<file path="src/rtl/fcvu_pkg.sv">
// Package for the fly camera view update unit: field widths, CORDIC angle table,
// angle limits and shared helper functions. No dependencies.
`timescale 1ns / 1ps
package fcvu_pkg;
   localparam int CordicSteps = 16;
   localparam int StepW = $clog2(CordicSteps + 1);
   localparam int YawTurn = 46080;
   localparam int QuarterTurn = 11520;
   localparam int PitchLimit = 11392;
   localparam logic signed [33:0] CordicGain = 34'sd652032874;

   localparam logic [2:0] CSR_POS_X = 3'd0;
   localparam logic [2:0] CSR_POS_Y = 3'd1;
   localparam logic [2:0] CSR_POS_Z = 3'd2;
   localparam logic [2:0] CSR_YAW = 3'd3;
   localparam logic [2:0] CSR_PITCH = 3'd4;

   localparam int ReqW = 1 + 16 + 16 + 32 + 32 + 32;
   localparam int ReqTdataW = ((ReqW - 1 + 7) / 8) * 8;
   localparam int RspW = 8 * 16 + 3 * 32;

   function automatic logic [29:0] atan_lut(input logic [4:0] i);
      case (i)
         5'd0: atan_lut = 30'd377487360;
         5'd1: atan_lut = 30'd222843901;
         5'd2: atan_lut = 30'd117744544;
         5'd3: atan_lut = 30'd59768969;
         5'd4: atan_lut = 30'd30000467;
         5'd5: atan_lut = 30'd15014858;
         5'd6: atan_lut = 30'd7509261;
         5'd7: atan_lut = 30'd3754860;
         5'd8: atan_lut = 30'd1877459;
         5'd9: atan_lut = 30'd938733;
         5'd10: atan_lut = 30'd469367;
         5'd11: atan_lut = 30'd234683;
         5'd12: atan_lut = 30'd117342;
         5'd13: atan_lut = 30'd58671;
         5'd14: atan_lut = 30'd29335;
         5'd15: atan_lut = 30'd14668;
         5'd16: atan_lut = 30'd7334;
         5'd17: atan_lut = 30'd3667;
         5'd18: atan_lut = 30'd1833;
         5'd19: atan_lut = 30'd917;
         5'd20: atan_lut = 30'd458;
         5'd21: atan_lut = 30'd229;
         5'd22: atan_lut = 30'd115;
         5'd23: atan_lut = 30'd57;
         default: atan_lut = 30'd0;
      endcase
   endfunction

   // Saturates a wide signed value to 32 bits.
   function automatic logic signed [31:0] sat32(input logic signed [63:0] v);
      if (v > 64'sd2147483647) sat32 = 32'sh7fffffff;
      else if (v < -64'sd2147483648) sat32 = 32'sh80000000;
      else sat32 = v[31:0];
   endfunction

   // Q30 CORDIC output to Q14 with rounding and clamp to one.
   function automatic logic signed [15:0] to_q14(input logic signed [33:0] v);
      logic signed [33:0] r;
      r = (v + 34'sd32768) >>> 16;
      if (r > 34'sd16384) to_q14 = 16'sd16384;
      else if (r < -34'sd16384) to_q14 = -16'sd16384;
      else to_q14 = r[15:0];
   endfunction
endpackage

</file>
<file path="src/rtl/fly_camera_view_update_unit.sv">
// Fly camera view update unit: one shared CORDIC stage and one shared multiplier
// under a sequencer. Depends on fcvu_pkg.
//
//  channel | direction | handshake            | payload
//  req     | in        | req_tvalid/tready    | tdata: turn_yaw, turn_pitch, move_right,
//          |           |                      |   move_up, move_forward; tuser: restart
//  rsp     | out       | rsp_tvalid/tready    | tdata: right_x .. fwd_z, shift_x..z
//  csr     | in        | csr_valid/ready      | csr_index, csr_data
//
// An item runs the angle update, two CORDIC passes (yaw, then pitch) of CordicSteps
// rotations each, the multiply steps on the shared multiplier and the hand-off that
// makes the result valid. A new item is accepted only once the current one is through,
// since the one CORDIC stage and one multiplier serve a single item at a time.
// After reset the block spends one pass of the same sequence deriving the start
// forward vector and accepts no item meanwhile. Items wait while a result is
// unread; configuration writes are always taken.
`timescale 1ns / 1ps
module fly_camera_view_update_unit (
   input  logic                           clock,
   input  logic                           reset,
   input  logic                           req_tvalid,
   output logic                           req_tready,
   // turn_yaw, turn_pitch, move_right, move_up, move_forward (low to high)
   input  logic [fcvu_pkg::ReqTdataW-1:0] req_tdata,
   // restart
   input  logic                           req_tuser,
   output logic                           rsp_tvalid,
   input  logic                           rsp_tready,
   // right_x, right_z, upv_x, upv_y, upv_z, fwd_x, fwd_y, fwd_z, shift_x, shift_y, shift_z
   output logic [fcvu_pkg::RspW-1:0]      rsp_tdata,
   input  logic                           csr_valid,
   output logic                           csr_ready,
   input  logic [2:0]                     csr_index,
   input  logic [31:0]                    csr_data
);
   import fcvu_pkg::*;

   typedef enum logic [3:0] {
      ST_INIT, ST_IDLE, ST_ANGLE, ST_PREP, ST_ROT, ST_POST, ST_MUL, ST_DONE
   } state_type;

   state_type state_ff;
   logic [StepW-1:0] step_ff;
   logic             which_ff;   // 0 yaw, 1 pitch
   logic             init_ff;
   logic [4:0]       mul_ff;

   logic signed [31:0] spx_ff, spy_ff, spz_ff;
   logic signed [16:0] syaw_ff;
   logic signed [14:0] spitch_ff;

   logic signed [31:0] px_ff, py_ff, pz_ff;
   logic signed [16:0] yaw_ff;
   logic signed [14:0] pitch_ff;
   logic signed [15:0] ty_ff, tp_ff;
   logic signed [31:0] mr_ff, mu_ff, mf_ff;

   logic signed [33:0] cx_ff, cy_ff;
   logic signed [31:0] cz_ff;
   logic [1:0]         quad_ff;
   logic signed [15:0] sy_ff, cyv_ff, sp_ff, cp_ff;
   logic signed [15:0] fx_ff, fz_ff, ux_ff, uz_ff;
   logic signed [63:0] acc_ff;
   logic signed [31:0] shx_ff, shy_ff, shz_ff;
   logic               out_valid_ff;

   // Shared multiplier operands chosen by the multiply step.
   logic signed [31:0] ma;
   logic signed [15:0] mb;
   logic signed [47:0] prod;
   logic signed [63:0] rnd_acc;
   logic signed [15:0] rnd16;
   logic signed [15:0] qc, qs, cs_o, sn_o;
   logic signed [17:0] ysum;
   logic signed [16:0] ywrap;
   logic signed [17:0] psum;
   logic signed [14:0] pclamp;
   logic signed [16:0] ang;
   logic signed [17:0] m_ang;
   logic [1:0]         quad;
   logic signed [17:0] rem;
   logic signed [33:0] dx, dy;

   assign rnd_acc = (acc_ff + 64'sd8192) >>> 14;
   assign rnd16   = rnd_acc[15:0];

   always_comb begin
      ma = '0;
      mb = '0;
      case (mul_ff)
         5'd0: begin ma = 32'(cyv_ff); mb = cp_ff; end
         5'd1: begin ma = 32'(sy_ff);  mb = cp_ff; end
         5'd2: begin ma = -32'(cyv_ff); mb = sp_ff; end
         5'd3: begin ma = -32'(sy_ff); mb = sp_ff; end
         5'd4: begin ma = mr_ff; mb = -sy_ff; end
         5'd5: begin ma = mf_ff; mb = fx_ff; end
         5'd6: begin ma = mf_ff; mb = sp_ff; end
         5'd7: begin ma = mr_ff; mb = cyv_ff; end
         5'd8: begin ma = mf_ff; mb = fz_ff; end
         5'd9: begin ma = px_ff; mb = -sy_ff; end
         5'd10: begin ma = pz_ff; mb = cyv_ff; end
         5'd11: begin ma = px_ff; mb = ux_ff; end
         5'd12: begin ma = py_ff; mb = cp_ff; end
         5'd13: begin ma = pz_ff; mb = uz_ff; end
         5'd14: begin ma = px_ff; mb = fx_ff; end
         5'd15: begin ma = py_ff; mb = sp_ff; end
         5'd16: begin ma = pz_ff; mb = fz_ff; end
         default: begin ma = '0; mb = '0; end
      endcase
   end
   assign prod = 48'(ma) * 48'(mb);

   // Angle update for the accepted item.
   always_comb begin
      ysum   = 18'(yaw_ff) + 18'(ty_ff);
      ywrap  = 17'(ysum);
      if (ysum >= 18'sd46080) ywrap = 17'(ysum - 18'sd46080);
      else if (ysum <= -18'sd46080) ywrap = 17'(ysum + 18'sd46080);
      psum   = 18'(pitch_ff) + 18'(tp_ff);
      if (psum > 18'sd11392) pclamp = 15'sd11392;
      else if (psum < -18'sd11392) pclamp = -15'sd11392;
      else pclamp = 15'(psum);
   end

   // Angle reduction to a quadrant and a remainder.
   always_comb begin
      ang   = which_ff ? 17'(pitch_ff) : yaw_ff;
      m_ang = 18'(ang);
      if (m_ang < 0) m_ang = m_ang + 18'sd46080;
      quad = 2'd0;
      rem  = m_ang;
      if (m_ang >= 18'sd34560) begin quad = 2'd3; rem = m_ang - 18'sd34560; end
      else if (m_ang >= 18'sd23040) begin quad = 2'd2; rem = m_ang - 18'sd23040; end
      else if (m_ang >= 18'sd11520) begin quad = 2'd1; rem = m_ang - 18'sd11520; end
   end

   assign dx = cy_ff >>> step_ff;
   assign dy = cx_ff >>> step_ff;

   always_comb begin
      qc = to_q14(cx_ff);
      qs = to_q14(cy_ff);
      case (quad_ff)
         2'd0: begin cs_o = qc;  sn_o = qs;  end
         2'd1: begin cs_o = -qs; sn_o = qc;  end
         2'd2: begin cs_o = -qc; sn_o = -qs; end
         default: begin cs_o = qs; sn_o = -qc; end
      endcase
   end

   assign req_tready = (state_ff == ST_IDLE) && !out_valid_ff;
   assign csr_ready  = 1'b1;
   assign rsp_tvalid = out_valid_ff;
   assign rsp_tdata  = {shz_ff, shy_ff, shx_ff, fz_ff, sp_ff, fx_ff,
                        uz_ff, cp_ff, ux_ff, cyv_ff, -sy_ff};

   always_ff @(posedge clock) begin
      if (reset) begin
         spx_ff <= '0;
         spy_ff <= 32'sd65536;
         spz_ff <= 32'sd163840;
         syaw_ff <= -17'sd11520;
         spitch_ff <= '0;
         px_ff <= '0;
         py_ff <= 32'sd65536;
         pz_ff <= 32'sd163840;
         yaw_ff <= -17'sd11520;
         pitch_ff <= '0;
         ty_ff <= '0;
         tp_ff <= '0;
         mr_ff <= '0;
         mu_ff <= '0;
         mf_ff <= '0;
         state_ff <= ST_INIT;
         init_ff <= 1'b1;
         out_valid_ff <= 1'b0;
         step_ff <= '0;
         which_ff <= 1'b0;
         mul_ff <= '0;
      end else begin
         if (csr_valid) begin
            case (csr_index)
               CSR_POS_X: spx_ff <= csr_data;
               CSR_POS_Y: spy_ff <= csr_data;
               CSR_POS_Z: spz_ff <= csr_data;
               CSR_YAW:   syaw_ff <= csr_data[16:0];
               CSR_PITCH: spitch_ff <= csr_data[14:0];
               default: ;
            endcase
         end
         if (out_valid_ff && rsp_tready) out_valid_ff <= 1'b0;
         case (state_ff)
            ST_INIT: begin
               state_ff <= ST_ANGLE;
            end
            ST_IDLE: begin
               if (req_tvalid && req_tready) begin
                  ty_ff <= req_tdata[15:0];
                  tp_ff <= req_tdata[31:16];
                  mr_ff <= req_tdata[63:32];
                  mu_ff <= req_tdata[95:64];
                  mf_ff <= req_tdata[127:96];
                  if (req_tuser) begin
                     px_ff <= spx_ff;
                     py_ff <= spy_ff;
                     pz_ff <= spz_ff;
                     // The start yaw spans less than two turns, so one step reduces it.
                     if (syaw_ff >= 17'sd46080) yaw_ff <= syaw_ff - 17'sd46080;
                     else if (syaw_ff <= -17'sd46080) yaw_ff <= syaw_ff + 17'sd46080;
                     else yaw_ff <= syaw_ff;
                     if (spitch_ff > 15'sd11392) pitch_ff <= 15'sd11392;
                     else if (spitch_ff < -15'sd11392) pitch_ff <= -15'sd11392;
                     else pitch_ff <= spitch_ff;
                  end
                  state_ff <= ST_ANGLE;
               end
            end
            ST_ANGLE: begin
               yaw_ff <= ywrap;
               pitch_ff <= pclamp;
               which_ff <= 1'b0;
               state_ff <= ST_PREP;
            end
            ST_PREP: begin
               cx_ff <= CordicGain;
               cy_ff <= '0;
               cz_ff <= 32'(rem) <<< 16;
               quad_ff <= quad;
               step_ff <= '0;
               state_ff <= ST_ROT;
            end
            ST_ROT: begin
               if (cz_ff >= 0) begin
                  cx_ff <= cx_ff - dx;
                  cy_ff <= cy_ff + dy;
                  cz_ff <= cz_ff - 32'(atan_lut(5'(step_ff)));
               end else begin
                  cx_ff <= cx_ff + dx;
                  cy_ff <= cy_ff - dy;
                  cz_ff <= cz_ff + 32'(atan_lut(5'(step_ff)));
               end
               if (step_ff == StepW'(CordicSteps - 1)) state_ff <= ST_POST;
               step_ff <= step_ff + 1'b1;
            end
            ST_POST: begin
               if (!which_ff) begin
                  sy_ff <= sn_o;
                  cyv_ff <= cs_o;
                  which_ff <= 1'b1;
                  state_ff <= ST_PREP;
               end else begin
                  sp_ff <= sn_o;
                  cp_ff <= cs_o;
                  mul_ff <= '0;
                  acc_ff <= '0;
                  state_ff <= ST_MUL;
               end
            end
            ST_MUL: begin
               // Steps 0..16 issue products; acc_ff holds the previous step's product or the running sum.
               case (mul_ff)
                  5'd1: begin fx_ff <= rnd16; acc_ff <= 64'(prod); end
                  5'd2: begin fz_ff <= rnd16; acc_ff <= 64'(prod); end
                  5'd3: begin ux_ff <= rnd16; acc_ff <= 64'(prod); end
                  5'd4: begin uz_ff <= rnd16; acc_ff <= 64'(prod); end
                  5'd6: begin
                     px_ff <= sat32(64'(px_ff) + rnd_acc);
                     acc_ff <= 64'(prod);
                  end
                  5'd7: begin
                     py_ff <= sat32(64'(py_ff) + 64'(mu_ff) + rnd_acc);
                     acc_ff <= 64'(prod);
                  end
                  5'd9: begin
                     pz_ff <= sat32(64'(pz_ff) + rnd_acc);
                     acc_ff <= 64'(prod);
                  end
                  5'd11: begin
                     shx_ff <= sat32(-rnd_acc);
                     acc_ff <= 64'(prod);
                  end
                  5'd14: begin
                     shy_ff <= sat32(-rnd_acc);
                     acc_ff <= 64'(prod);
                  end
                  5'd17: begin
                     shz_ff <= sat32(rnd_acc);
                     state_ff <= ST_DONE;
                  end
                  5'd5, 5'd8, 5'd10, 5'd12, 5'd13, 5'd15, 5'd16:
                     acc_ff <= acc_ff + 64'(prod);
                  default: acc_ff <= 64'(prod);
               endcase
               mul_ff <= mul_ff + 1'b1;
            end
            ST_DONE: begin
               if (!init_ff) out_valid_ff <= 1'b1;
               init_ff <= 1'b0;
               state_ff <= ST_IDLE;
            end
            default: state_ff <= ST_IDLE;
         endcase
      end
   end
endmodule

</file>
<file path="config.mk">
export PLATFORM = sky130hd
export DESIGN_NAME = fly_camera_view_update_unit
export DESIGN_NICKNAME = d
export VERILOG_FILES = /design/src/rtl/fcvu_pkg.sv /design/src/rtl/fly_camera_view_update_unit.sv
export SDC_FILE = /design/constraint.sdc
export NUM_CORES = 2
export LEC_CHECK = 0
export BUFFER_PORTS_ARGS = -buffer_cell sky130_fd_sc_hd__buf_2
export CAP_MARGIN = 40
export CORE_MARGIN = 5
export CORE_UTILIZATION = 45
export CTS_BUF_LIST = sky130_fd_sc_hd__clkbuf_4
export CTS_CLUSTER_SIZE = 40
export DETAILED_ROUTE_END_ITERATION = 7
export PLACE_DENSITY_LB_ADDON = 0.3
export SLEW_MARGIN = 10
export SYNTH_ARGS = -nofsm -noshare
export SYNTH_HDL_FRONTEND = slang
export SYNTH_SLANG_ARGS = --single-unit
</file>
<file path="constraint.sdc">
create_clock -name clock -period 19.75 [get_ports clock]
set_input_delay 3.95 -clock clock [delete_from_list [all_inputs] [get_ports clock]]
set_output_delay 3.95 -clock clock [all_outputs]
set_load 0.1 [all_outputs]
</file>
==> summary.md <==
| Metric | Value |
|---|---|
| Post-route cell area | `92,260 µm²` |
| Global Route Usage Sum | `0.3197` |
| ANT nets after route | `0` |
| Worst path arrival time | `14,530 ps` |
| Hpwl dp | `255.2 mm` |
| Pre-CTS setup slack | `6507 ps` |
| Routed wire length per instance | `24.60 µm` |
| Sequential area share after synthesis | `0.2416` |
| Layout cells sized above 1 | `0.1214` |
| CTS Hold Bufs | `0` |
| Top cell type's share of synthesized area | `0.1394` |
| Fin crit share | `0.6859` |
| Final WS setup | `6203 ps` |
| Final Hold Vio Count | `0` |
| Setup violations, final | `0` |
| Skew final | `142.5 ps` |
| Syn avg cell area | `8.248 µm²` |
| Routed via count | `79,380` |
| Largest register by flop count | `acc_ff` |
| GRT busiest layer | `met2` |
| Vias per cell | `6.031` |
| FMAX | `0.07382 GHz` |
| Post-DP Area | `89,120 µm²` |
| Layout area overhead | `9.802%` |
| DRT iter0 DRCs | `8,639` |
| Starting Density | `0.4526` |
| Synth unique cells | `114` |
| Clock Pin Slew Worst Setup and Hold Paths | `70 ps` |
| Minimum hold slack | `452.9 ps` |
| Pwr/cell area | `142.7 nW/µm²` |
| Worst path max stage delay | `690 ps` |
| Max_cap viols | `0` |
| Unrepaired setup endpoints after global routing | `no` |
| FF-to-FF path depth | `44` |
| Setup TNS | `0 ps` |
| CTS tree | `built` |
| Most used cell, CP | `fa_1` |
| Met1 Use GR | `0.4003` |
| Most frequent cells in the layout | `1,378 x nand2_1, 968 x inv_1, 896 x a21oi_1` |
| Post-synth ARST share | `0` |
| Final Max Tran Viols | `0` |
| CTS root buf | `clkbuf_4` |
| Total leakage power | `39.18 nW` |
| Max_slew headroom | `0.3468` |
| RD Place Congestion | `1.023` |
| CTS Buf Count | `225` |
| Status | `complete, no violations` |
| Grt ovf | `0` |
| Post_cts resized | `0` |
| Crit path time final | `13,550 ps` |
| Num rows | `158` |
| Max reg flops | `64` |
| CP max FO | `13` |
| Global-route wire length before repair | `483.7 mm` |
| Nature of the critical path startpoint | `register` |
| Nets | `11,700` |
| Clk Latency, worst-skew pair | `1330 ps` |
| Maximum vdd drop | `0.2656 mV` |
| Hold Path Class | `register to register` |
| Die Height | `442.1 µm` |
| Mapped Cells | `10,190` |
| Mapped cell area | `84,020 µm²` |
| Slowest cell on the critical path | `a2111oi_2` |
| Most common cell after layout, fill and taps aside | `nand2_1` |
| EDFF count, synth | `390` |
| Largest net degree at the start of global routing | `83` |
| Synth area leaders | `edfxtp_1 14%, fa_1 13%, dfxtp_1 10%` |
| Max clock buf depth | `3` |
| Critical Path End Type | `register` |
| Largest area contributor in the netlist | `edfxtp_1` |
| WS Path Type | `register to register` |
| Yosys warnings | `0` |
| Core footprint | `185,600 µm²` |
| Worst Path Required | `20,740 ps` |
| Drt pass-1 iters | `8` |
| Routed WL | `323.9 mm` |
| Hold path depth | `2` |
| Die area | `195,500 µm²` |
| Vias in the first global route | `77,440` |
| Remaining routing DRC violations | `0` |
| Most used DFF post-synth | `dfxtp_1` |
| Syn nets | `11,410` |
| Biggest registers after layout | `acc_ff x64, cx_ff x34, cy_ff x34` |
| Met3 Usage GRT | `0.05922` |
| Port-buffer cells | `394` |
| Setup Buffers After CTS | `0` |
| Htree depth | `4` |
| I/O pin cnt | `396` |
| Met2 GRT Util | `0.5035` |
| Flops & latches, synth | `819` |
| Initial antenna violation count | `25` |
| Tightest Pin Transition | `979.7 ps` |
| Die width | `442.1 µm` |
| CTS Sinks | `819` |
==> layer usage <==
metal | vias up | part of all wire
met5 | - | 0.00036
met4 | 16 | 0.082
met3 | 854 | 0.084
met2 | 3693 | 0.44
met1 | 38560 | 0.39
li1 | 36260 | -
==> area by class of cell <==
type	instances	area, µm²
fill	17940	93370
multi-input combinational	7866	58380
sequential	819	20310
timing repair buffer	595	3705
inverter	974	3656
tap	2480	3103
clock buffer	327	2455
clock inverter	86	610.6
antenna	16	40.04
==> critical path, delay by kind of cell (launching register included) <==
family / cells / cell delay [ps]
buf+inv: 5 / 510
fa+ha+maj: 8 / 3780
simple gates: 10 / 3340
xor+xnor: 2 / 380
compound gates: 19 / 4730
flops: 1 / 460
==> Yosys cell counts (216+ instances only) <==
cell type / n
a21oi_1: 900
ha_1: 507
edfxtp_1: 390
o21ai_0: 509
clkbuf_1: 445
xnor2_1: 352
nand2_1: 1381
xor2_1: 216
inv_1: 970
nor2_1: 897
dfxtp_1: 429
fa_1: 546
==> kinds of logic after synthesis <==
group / after synthesis / synth area share
adders and majority gates: 1053 / 0.2056
xor gates and xnor gates: 568 / 0.05921
muxes: 206 / 0.04173
and+or+nand+nor: 3459 / 0.1883
DFF: 819 / 0.2416
AOI/OAI and AO/OA: 2579 / 0.1936
other: 1 / 0.00004463
buffers and inverters: 1502 / 0.06995
==> worst paths after layout <==
check / from / to / slack [ps]
worst max-delay path: cyv_ff[3] / acc_ff[56] / 6200
worst max register to register: cyv_ff[3] / acc_ff[56] / 6200
worst min register to register: spy_ff[15] / spy_ff[15] / 450
worst min-delay path: spy_ff[15] / spy_ff[15] / 450
==> metrics by stage <==
step           std cells    util  power, mW
2_1_floorplan      10190       -      9.306
3_3_place_gp       12690  0.4774      11.15
3_5_place_dp       12730  0.4801      11.33
4_1_cts            13150  0.4966      13.07
5_1_grt            13160  0.4969      14.40
6_report           13160  0.4970      13.17
==> power breakdown <==
group          switching, mW  internal [mW]
registers             0.0638           1.83
clock network          0.820          0.853
logic                   5.66           3.94
total                   6.55           6.62
(Power assumes the default switching activity.)
